`config.mk`:
```
export PLATFORM = sky130hd
export DESIGN_NAME = keyed_quantity_table
export DESIGN_NICKNAME = d
export VERILOG_FILES = /design/src/kqt_pkg.sv /design/src/keyed_quantity_table.sv /design/src/kqt_ctrl.sv /design/src/kqt_dp.sv
export VERILOG_INCLUDE_DIRS = /design/src /design/src/src
export SDC_FILE = /design/constraint.sdc
export NUM_CORES = 2
export LEC_CHECK = 0
export BUFFER_PORTS_ARGS = -buffer_cell sky130_fd_sc_hd__clkbuf_2
export CORE_MARGIN = 5
export CORE_UTILIZATION = 28
export CTS_BUF_LIST = sky130_fd_sc_hd__clkbuf_8
export CTS_CLUSTER_DIAMETER = 120
export CTS_CLUSTER_SIZE = 10
export DETAILED_ROUTE_END_ITERATION = 6
export RECOVER_POWER = 50
export SYNTH_ARGS = -nofsm -noshare
export SYNTH_HDL_FRONTEND = slang
export SYNTH_SLANG_ARGS = --single-unit
export TNS_END_PERCENT = 50
```
`constraint.sdc`:
```
create_clock -name i_clk -period 7.15 [get_ports i_clk]
set_input_delay 2.145 -clock i_clk [delete_from_list [all_inputs] [get_ports i_clk]]
set_output_delay 2.145 -clock i_clk [all_outputs]
set_load 0.01 [all_outputs]
```
`src/keyed_quantity_table_macros.svh`:
```
// Assertion macros for the keyed quantity table.
// Taken in by the top level; depends on nothing else.
`ifndef KEYED_QUANTITY_TABLE_MACROS_SVH
`define KEYED_QUANTITY_TABLE_MACROS_SVH

// Same-cycle implication, disabled while reset is held.
`define KQT_ASSERT_NOW(label, clk, rst_n, ante, cons) \
    label: assert property (@(posedge clk) disable iff (!(rst_n)) (ante) |-> (cons)) \
        else $error("keyed_quantity_table: same-cycle check failed");

// Next-cycle implication, disabled while reset is held.
`define KQT_ASSERT_NEXT(label, clk, rst_n, ante, cons) \
    label: assert property (@(posedge clk) disable iff (!(rst_n)) (ante) |=> (cons)) \
        else $error("keyed_quantity_table: next-cycle check failed");

`endif

```
`src/kqt_pkg.sv`:
```
// Shared types, constants and status codes of the keyed quantity table.
// Used by the controller, the datapath and the top level; depends on nothing.
package kqt_pkg;

    localparam int ENTRIES = 16;
    localparam int IDX_W   = (ENTRIES > 1) ? $clog2(ENTRIES) : 1;
    localparam int USED_W  = $clog2(ENTRIES + 1);
    localparam int KEY_W   = 32;
    localparam int QTY_W   = 31;
    localparam int STAT_W  = 3;
    localparam int SLOT_W  = 4;

    typedef logic [IDX_W-1:0]  t_idx;
    typedef logic [USED_W-1:0] t_used;
    typedef logic [QTY_W-1:0]  t_qty;
    typedef logic [STAT_W-1:0] t_status;
    typedef logic [SLOT_W-1:0] t_slot;

    localparam t_qty QTY_MAX = {QTY_W{1'b1}};

    localparam logic KIND_ADD    = 1'b0;
    localparam logic KIND_REMOVE = 1'b1;

    localparam t_status ST_ADDED     = 3'd0;
    localparam t_status ST_INSERTED  = 3'd1;
    localparam t_status ST_REMOVED   = 3'd2;
    localparam t_status ST_INSUFF    = 3'd3;
    localparam t_status ST_NOTFOUND  = 3'd4;
    localparam t_status ST_FULL      = 3'd5;
    localparam t_status ST_SATURATED = 3'd6;

    // Commands from the controller to the datapath.
    typedef struct packed {
        logic load;       // capture the request beat
        logic first;      // read address is slot zero
        logic rd_en;      // update the registered read data
        logic idx_inc;    // advance the scan index
        logic exec_hit;   // apply the request to the matching entry
        logic exec_miss;  // apply the request with no matching entry
    } t_cmd;

    // Status from the datapath to the controller.
    typedef struct packed {
        logic match;      // stored key at the scan index equals the request key
        logic last;       // scan index is the last used entry
        logic empty;      // no entries in use
    } t_sts;

endpackage

```
`src/keyed_quantity_table.sv`:
```
// Top level of the keyed quantity table: a bounded table of key and quantity pairs.
// Depends on kqt_pkg, kqt_ctrl, kqt_dp and keyed_quantity_table_macros.svh.
// Usage: a request beat (i_kind, i_item_key, i_amount) is taken at a rising
// clock edge where start is high and busy is low. An add for a stored key adds
// to its quantity, saturating at the largest 31-bit value; an add for a new key
// appends an entry unless the table is full. A remove subtracts only when the
// stored quantity covers the amount. Every request produces exactly one result
// beat (o_status, o_slot, o_quantity_after), shown for one cycle with o_valid.
// The receiver cannot stall; the result is simply taken in that cycle.
//
// Timing: the controller scans the used entries one per cycle through the
// registered read port of the key memory, then applies the update in its hit or
// miss state. A hit ends the scan at the matching entry; a miss scans every
// used entry, and an empty table goes straight to the update. The result is
// registered after the update. busy drops as the result is registered, so the
// next request may be accepted in the cycle that o_valid is shown.
// Reset (i_rst_n low, synchronous) empties the table and idles the controller;
// stored entries are not cleared, since only those below the fill count are read.
`include "keyed_quantity_table_macros.svh"

module keyed_quantity_table
    import kqt_pkg::*;
(
    input  logic               i_clk,
    input  logic               i_rst_n,
    input  logic               start,
    output logic               busy,
    input  logic               i_kind,
    input  logic signed [31:0] i_item_key,
    input  logic [30:0]        i_amount,
    output logic               o_valid,
    output logic [2:0]         o_status,
    output logic [3:0]         o_slot,
    output logic [30:0]        o_quantity_after
);

    t_cmd cmd;
    t_sts sts;

    // Sequencer: accepts the request, steps the scan and selects the update.
    kqt_ctrl u_ctrl (
        .i_clk   (i_clk),
        .i_rst_n (i_rst_n),
        .start   (start),
        .i_sts   (sts),
        .o_cmd   (cmd),
        .busy    (busy)
    );

    // Storage, compare, add and subtract, and the result register.
    kqt_dp u_dp (
        .i_clk            (i_clk),
        .i_rst_n          (i_rst_n),
        .i_cmd            (cmd),
        .i_kind           (i_kind),
        .i_item_key       (i_item_key),
        .i_amount         (i_amount),
        .o_sts            (sts),
        .o_valid          (o_valid),
        .o_status         (o_status),
        .o_slot           (o_slot),
        .o_quantity_after (o_quantity_after)
    );

    // An accepted request keeps the block busy in the next cycle.
    `KQT_ASSERT_NEXT(a_accept_busy, i_clk, i_rst_n, start && !busy, busy)

    // Each update cycle produces a result beat in the following cycle.
    `KQT_ASSERT_NEXT(a_exec_result, i_clk, i_rst_n, cmd.exec_hit || cmd.exec_miss, o_valid)

    // A request that touched no entry reports slot and quantity as zero.
    `KQT_ASSERT_NOW(a_none_zero, i_clk, i_rst_n,
        o_valid && (o_status == ST_NOTFOUND || o_status == ST_FULL),
        o_slot == '0 && o_quantity_after == '0)

    // Loading, and the two kinds of update, never overlap.
    `KQT_ASSERT_NOW(a_cmd_exclusive, i_clk, i_rst_n, 1'b1,
        $onehot0({cmd.load, cmd.exec_hit, cmd.exec_miss}))

endmodule

```
`src/kqt_ctrl.sv`:
```
// Controller state machine of the keyed quantity table.
// Depends on kqt_pkg; drives the datapath through t_cmd and reads t_sts.
module kqt_ctrl
    import kqt_pkg::*;
(
    input  logic i_clk,
    input  logic i_rst_n,
    input  logic start,
    input  t_sts i_sts,
    output t_cmd o_cmd,
    output logic busy
);

    localparam logic [1:0] S_IDLE = 2'd0;
    localparam logic [1:0] S_SCAN = 2'd1;
    localparam logic [1:0] S_HIT  = 2'd2;
    localparam logic [1:0] S_MISS = 2'd3;

    logic [1:0] r_state;
    logic [1:0] n_state;

    always_ff @(posedge i_clk) begin
        if (!i_rst_n) begin
            r_state <= S_IDLE;
        end else begin
            r_state <= n_state;
        end
    end

    always_comb begin
        n_state = r_state;
        o_cmd   = '0;
        unique case (r_state)
            S_IDLE: begin
                if (start) begin
                    o_cmd.load  = 1'b1;
                    o_cmd.first = 1'b1;
                    o_cmd.rd_en = 1'b1;
                    n_state     = i_sts.empty ? S_MISS : S_SCAN;
                end
            end
            S_SCAN: begin
                // The read data holds the entry at the scan index.
                if (i_sts.match) begin
                    n_state = S_HIT;
                end else if (i_sts.last) begin
                    n_state = S_MISS;
                end else begin
                    o_cmd.rd_en   = 1'b1;
                    o_cmd.idx_inc = 1'b1;
                end
            end
            S_HIT: begin
                o_cmd.exec_hit = 1'b1;
                n_state        = S_IDLE;
            end
            S_MISS: begin
                o_cmd.exec_miss = 1'b1;
                n_state         = S_IDLE;
            end
            default: begin
                n_state = S_IDLE;
            end
        endcase
    end

    assign busy = (r_state != S_IDLE);

endmodule

```
`src/kqt_dp.sv`:
```
// Datapath of the keyed quantity table: key and quantity memories, scan index,
// fill count and the registered result. Depends on kqt_pkg.
module kqt_dp
    import kqt_pkg::*;
(
    input  logic               i_clk,
    input  logic               i_rst_n,
    input  t_cmd               i_cmd,
    input  logic               i_kind,
    input  logic signed [31:0] i_item_key,
    input  logic [30:0]        i_amount,
    output t_sts               o_sts,
    output logic               o_valid,
    output logic [2:0]         o_status,
    output logic [3:0]         o_slot,
    output logic [30:0]        o_quantity_after
);

    logic [KEY_W-1:0] key_mem [ENTRIES];
    t_qty             qty_mem [ENTRIES];

    logic             r_kind;
    logic [KEY_W-1:0] r_key;
    t_qty             r_amount;
    t_idx             r_idx;
    t_used            r_used;
    logic [KEY_W-1:0] r_key_rd;
    t_qty             r_qty_rd;
    logic             r_valid;
    t_status          r_status;
    t_slot            r_slot;
    t_qty             r_qty_out;

    t_idx             rd_addr;
    logic             wr_en;
    t_idx             wr_addr;
    logic             key_wr;
    t_qty             wr_qty;
    t_status          n_status;
    t_slot            n_slot;
    t_qty             n_qty_out;
    logic             used_inc;
    logic [QTY_W:0]   sum;
    t_qty             diff;

    assign rd_addr = i_cmd.first ? '0 : t_idx'(r_idx + 1'b1);

    always_ff @(posedge i_clk) begin
        if (i_cmd.load) begin
            r_kind   <= i_kind;
            r_key    <= i_item_key;
            r_amount <= i_amount;
        end
        if (i_cmd.first) begin
            r_idx <= '0;
        end else if (i_cmd.idx_inc) begin
            r_idx <= rd_addr;
        end
        if (i_cmd.rd_en) begin
            r_key_rd <= key_mem[rd_addr];
            r_qty_rd <= qty_mem[rd_addr];
        end
        if (wr_en) begin
            qty_mem[wr_addr] <= wr_qty;
            if (key_wr) begin
                key_mem[wr_addr] <= r_key;
            end
        end
    end

    assign o_sts.match = (r_key_rd == r_key);
    assign o_sts.last  = (USED_W'(r_idx) == t_used'(r_used - 1'b1));
    assign o_sts.empty = (r_used == '0);

    assign sum  = {1'b0, r_qty_rd} + {1'b0, r_amount};
    assign diff = r_qty_rd - r_amount;

    always_comb begin
        wr_en     = 1'b0;
        key_wr    = 1'b0;
        wr_addr   = r_idx;
        wr_qty    = r_qty_rd;
        used_inc  = 1'b0;
        n_status  = ST_NOTFOUND;
        n_slot    = '0;
        n_qty_out = '0;
        if (i_cmd.exec_hit) begin
            n_slot = SLOT_W'(r_idx);
            wr_en  = 1'b1;
            if (r_kind == KIND_ADD) begin
                if (sum[QTY_W]) begin
                    wr_qty   = QTY_MAX;
                    n_status = ST_SATURATED;
                end else begin
                    wr_qty   = sum[QTY_W-1:0];
                    n_status = ST_ADDED;
                end
            end else if (r_qty_rd >= r_amount) begin
                wr_qty   = diff;
                n_status = ST_REMOVED;
            end else begin
                n_status = ST_INSUFF;
            end
            n_qty_out = wr_qty;
        end else if (i_cmd.exec_miss && r_kind == KIND_ADD) begin
            if (r_used == t_used'(ENTRIES)) begin
                n_status = ST_FULL;
            end else begin
                wr_en     = 1'b1;
                key_wr    = 1'b1;
                wr_addr   = r_used[IDX_W-1:0];
                wr_qty    = r_amount;
                used_inc  = 1'b1;
                n_status  = ST_INSERTED;
                n_slot    = SLOT_W'(r_used);
                n_qty_out = r_amount;
            end
        end
    end

    always_ff @(posedge i_clk) begin
        if (!i_rst_n) begin
            r_used  <= '0;
            r_valid <= 1'b0;
        end else begin
            r_valid <= i_cmd.exec_hit | i_cmd.exec_miss;
            if (used_inc) begin
                r_used <= t_used'(r_used + 1'b1);
            end
        end
        r_status  <= n_status;
        r_slot    <= n_slot;
        r_qty_out <= n_qty_out;
    end

    assign o_valid          = r_valid;
    assign o_status         = r_status;
    assign o_slot           = r_slot;
    assign o_quantity_after = r_qty_out;

endmodule
```
After elaboration in Yosys (flattened, before gate mapping). Memory sizes are Yosys's and may differ from the RTL's. A register that Yosys moved wholly into a read port is not among the register bits. Index checks and enable logic that the tools add are counted.

Bits in registers: 114. Input bits: 67. Output and inout port bits: 40. Memories: 2. Memory bits (writable): 1008.

Add/subtract/negate cells: 5. Bitwise logic cells: 2. Reductions and logical operators: 6. Magnitude comparators: 1. Multiplexer cells: 44. Eq/ne operators: 8.

Memories: u_dp.key_mem (depth 16, width 32, rd ports 1, clocked after Yosys merged registers in 1, wr ports 1, RTL line kqt_dp.sv:19) `logic [KEY_W-1:0] key_mem [ENTRIES];`; u_dp.qty_mem (depth 16, width 31, rd ports 1, clocked after Yosys merged registers in 1, wr ports 1, RTL line kqt_dp.sv:20) `t_qty qty_mem [ENTRIES];`.

Operator list (number): $mux 31 (9); $add 31x31->32 (1); $eq 32x32->1 (1); $ge 31x31->1 (1); $sub 31x31->31 (1); $mux 4 (7); $mux 3 (6); $mux 2 (7); $mux 1 (13); $pmux 2 s3 (1); $add 5x1->5 const B (1); $eq 4x5->1 (1); $eq 5x5->1 const B (1); $logic_not 5->1 (1); $sub 5x1->5 const B (1); $add 4x1->4 const B (1); $eq 2x2->1 const B (2); $ne 3x3->1 const B (1); $eq 2x1->1 const B (1); $logic_not 2->1 (1); $ne 2x2->1 const B (1); $pmux 1 s2 (1); $reduce_and 2->1 (1); $reduce_bool 2->1 (1); other kinds (4) (4).

Longest topological paths before layout.
Depth after elaboration: 8. Gate-level depth with buffers: 14. Depth with buffers taken out: 12.

Hierarchy. Synthesis repeated with hierarchy kept, for this count alone.

Cells, all modules: 3748. Area total of the unflattened synthesis: 50151.8 sq um.

By module, submodules not included: kqt_dp (instances 1, area an instance 50009.2 sq um, cells each 3733, seq. area each 35043.6 sq um); kqt_ctrl (instances 1, area an instance 142.6 sq um, cells each 15, seq. area each 40.0 sq um).

Worst setup path before layout. OpenSTA, ideal clock, no wires.

Kind: input to register. Start point: input start. End point: register u_dp.r_key_rd[27], read port of u_dp.key_mem, data pin. Path slack: 2.717 ns. Data required time: 6.880 ns. Buffers on the path: 2. Stages on the path: 9. Arrival: 4.162 ns. Cells stage by stage: nand2_1 > inv_2 > nor2_1 > clkbuf_1 > clkbuf_1 > nand2_1 > a31oi_1 > a211oi_1 > a21oi_1.

RTL lines: from (decl) (RTL line keyed_quantity_table.sv:26) `input logic start,`; to (decl) (RTL line kqt_dp.sv:27) `logic [KEY_W-1:0] r_key_rd;`.

Worst setup path in the final report.
Start point: register u_dp.r_kind. End point: memory u_dp.qty_mem[4][15] (netlist name) (enable).

Cells in the longest elaborated chain, start to end: 6.

RTL lines: from (decl) (RTL line kqt_dp.sv:22) `logic r_kind;`; from (signal assigned) (RTL line kqt_dp.sv:50) `r_kind <= i_kind;`; $not 1->1 *; $logic_and 1x1->1 * (RTL line kqt_dp.sv:105) `end else if (i_cmd.exec_miss && r_kind == KIND_ADD) begin`; $mux 1 (RTL line kqt_dp.sv:105); $mux 1 (RTL line kqt_dp.sv:87) `if (i_cmd.exec_hit) begin`; $mux 1 (RTL line kqt_dp.sv:63) `if (wr_en) begin`; $mux 1 (implied by the code) (RTL line kqt_dp.sv:64) `qty_mem[wr_addr] <= wr_qty;`; to (decl) (RTL line kqt_dp.sv:20).

Mark *: on every way between the ends. The rest lies on a longest branch, timed or not.

==> metrics.cfg <==
[global_route]
grt_use_total_pct=13.97
grt_start_max_net_pins=177
grt_pass1_vias=30435
antenna_found_initial=7
grt-ovfl-total=0
grt_first_pass_wirelength_um=199000

[floorplanning]
core_area_sq_mm=0.1786
ios=107
die_x_um=434.0
fp-row-count=155
die_y_um=434.0
start_util_pct=28.18
die_area_sq_mm=0.1883

[timing]
fmax_ghz=0.1732
finalCritPeriodShare_pct=80.74
drv_slew=316
setup_viol_count_final=0
rsz0062_at_grt=false
fin_skew_ns=0.04496
worstMarginPinSlew_ns=3.109
setup_ws_ns=1.377
hold_viol=0
min_period_ns=5.773
slew_headroom_pct=-107.3
worst_hold_slack_ns=0.5637
tns_ns=0

[clock_tree]
holdBufCountCts=0
clk_latency_ns=0.87
path_clk_slew_ns=0.09
cts_tree=yes
clock_path_buffers=3
cts_buffers=136
h-tree-depth=4
cts_sinks=1185
post_cts_buffers=0
cts_resized=0
cts_root_buf=clkbuf_8

[cells_and_area]
fin_cells=6246
fillers=17619
post-route-util_pct=31.22
drive_above_1_share_pct=8.541
design_area_sq_mm=0.05577
num-nets-final=3978
syn_to_final_growth_pct=10.80

[logic_synthesis]
postSynthCellCount=3786
synth-seq-cells=1185
syn-num-nets=3920
async_reset_ff_share_pct=0
yosysTopAreaCell=edfxtp_1
yosys_warnings=0
synth_edf_count=1135
synth.area.top_cells=edfxtp_1, a211oi_1, nand2_1
ys_seq_area_share_pct=69.71
ys_top_cells_by_count=edfxtp_1, nand2_1, a211oi_1
synth_cell_types=79
synth_top_area_share_pct=67.72
synth_flop_cell=edfxtp_1
syn_area_sq_mm=0.05033
yosysMostFrequentCell=edfxtp_1
avgSynthCellArea_sq_um=13.29

[setup_path]
critical_path_class=reg2reg
arrival_ns=6.17
critPathLaunchType=flop
crit_path_start=u_dp.r_kind$_DFFE_PP_
critPathMaxFanout=31
setup.worst_path.end=u_dp.qty_mem[4][15]$_DFFE_PP_
reg2reg_depth=7
crit_required_ns=7.55
r2r-start=u_dp.r_kind$_DFFE_PP_
worst_r2r_endpoint=u_dp.qty_mem[4][15]$_DFFE_PP_
ff2ff_setup_slack_ns=1.38
cp-end-kind=flop

[placement]
place_area_sq_mm=0.05377
io_buffers=106
placedCellCount=6061
dpl_worst_slack_ns=2.023
globalplace.congestion=0.8916
post-dp-hpwl_um=71490

[routing]
antenna_left=0
drt_wl_total_um=135500
dr.pass1.iters=5
dr_total_vias=31564
vias_per_cell=5.053
first_iter_violations=2931
drcViolationCount=0
avgRoutedWirePerCell_um=21.69

[power]
clkPwrFrac_pct=21.9
power.density_mw_per_mm2=341.3
netSwitchingPower_mw=6.876
leakagePower_nw=17.60
total_power_mw=19.03
seq_power_share_pct=46.5
vdd_drop_max_uv=287.0
swShare_pct=36.12
p_int_mw=12.16
combPwrFrac_pct=31.6

[run_status]
outcome=finished with violations
violations=capacitance limit, slew limit

[job]
maxCapViolations=12

[worst_hold_path]
min-delay-path-class=reg2reg
hold_depth=2

[cell families (layout without fill, tap and decap cells)]
family | count (synthesis) | in the layout | synth area share [%]
compound gates | 1006 | 1006 | 13.99
xor+xnor | 98 | 98 | 1.705
fa+ha+maj | 67 | 67 | 1.696
buf+inv | 338 | 439 | 2.675
flops | 1185 | 1185 | 69.71
mux | 18 | 18 | 0.3630
other cells | 0 | 4 | 0
simple gates | 1074 | 1074 | 9.860
[routing by layer]
layer | vias up | routed length, um | GRT usage (%)
met1 | 15876 | 60550 | 19.43
met2 | 1021 | 64180 | 22.86
met3 | 204 | 7924 | 1.979
li1 | 14463 | - | -
met4 | 0 | 2837 | 3.941
met5 | - | 0 | 0
[sequential cells by signal, summed over array words and instances, names as in the netlist]
register	count
u_dp.key_mem	512
u_dp.o_status	3
u_ctrl.r_state	2
u_dp.o_valid	1
u_dp.r_amount	31
u_dp.o_quantity_after	31
u_dp.qty_mem	496
u_dp.r_qty_rd	31
u_dp.o_slot	4
u_dp.r_used	5
u_dp.r_key	32
u_dp.r_idx	4
u_dp.r_kind	1
u_dp.r_key_rd	32
[power by group through the flow]
stage               registers, mW  logic [mW]  clock network [mW]
finish                       8.86        6.01                4.16
CTS                          8.84        6.04                4.30
floorplan                    8.84        4.26                   0
detailed placement           8.99        6.02                   0
global placement             8.99        5.95                   0
global route                 8.89        6.59                4.59
[layout by cell type, fill, tap and decap left out, types with 75 or more instances in the layout]
master       n
nor2b_1    269
clkbuf_8   136
inv_1      102
a311oi_1   130
a21oi_1    219
nand2_1    585
a31oi_1    137
nor2_1      75
edfxtp_1  1135
a211oi_1   326
[layout make-up]
cell class                      count  area, sq um  area share, %
Multi-Input combinational cell   2263        14150          25.37
Antenna cell                        4        10.01        0.01795
Clock inverter                     45        289.0         0.5183
Sequential cell                  1185        35090          62.92
Clock buffer                      136         1872          3.357
Inverter                           75        284.0         0.5093
Tap cell                         2355         2947          5.284
Timing Repair Buffer              183         1127          2.022
[critical path: stages, from the launching register on]
cell and delay (ns):
edfxtp_1 0.36, clkbuf_1 1.45, o22ai_1 0.23, nand2_1 0.21, o21ai_0 0.14, or2_0 0.66
nor2_4 0.23, clkbuf_1 2.02
[worst min-delay path by stage]
stage | start | to
after floorplan | u_dp.r_amount[3]$_DFFE_PP_ | u_dp.o_quantity_after[3]$_DFF_P_
after global placement | u_dp.r_used[1]$_SDFFE_PN0P_ | u_dp.r_used[1]$_SDFFE_PN0P_
after detailed placement | u_dp.r_used[1]$_SDFFE_PN0P_ | u_dp.r_used[1]$_SDFFE_PN0P_
after CTS | u_dp.r_used[1]$_SDFFE_PN0P_ | u_dp.r_used[1]$_SDFFE_PN0P_
after global routing | u_dp.r_amount[4]$_DFFE_PP_ | u_dp.o_quantity_after[4]$_DFF_P_
final | u_dp.r_used[1]$_SDFFE_PN0P_ | u_dp.r_used[1]$_SDFFE_PN0P_
No activity file was read; power rests on OpenSTA's default activity.
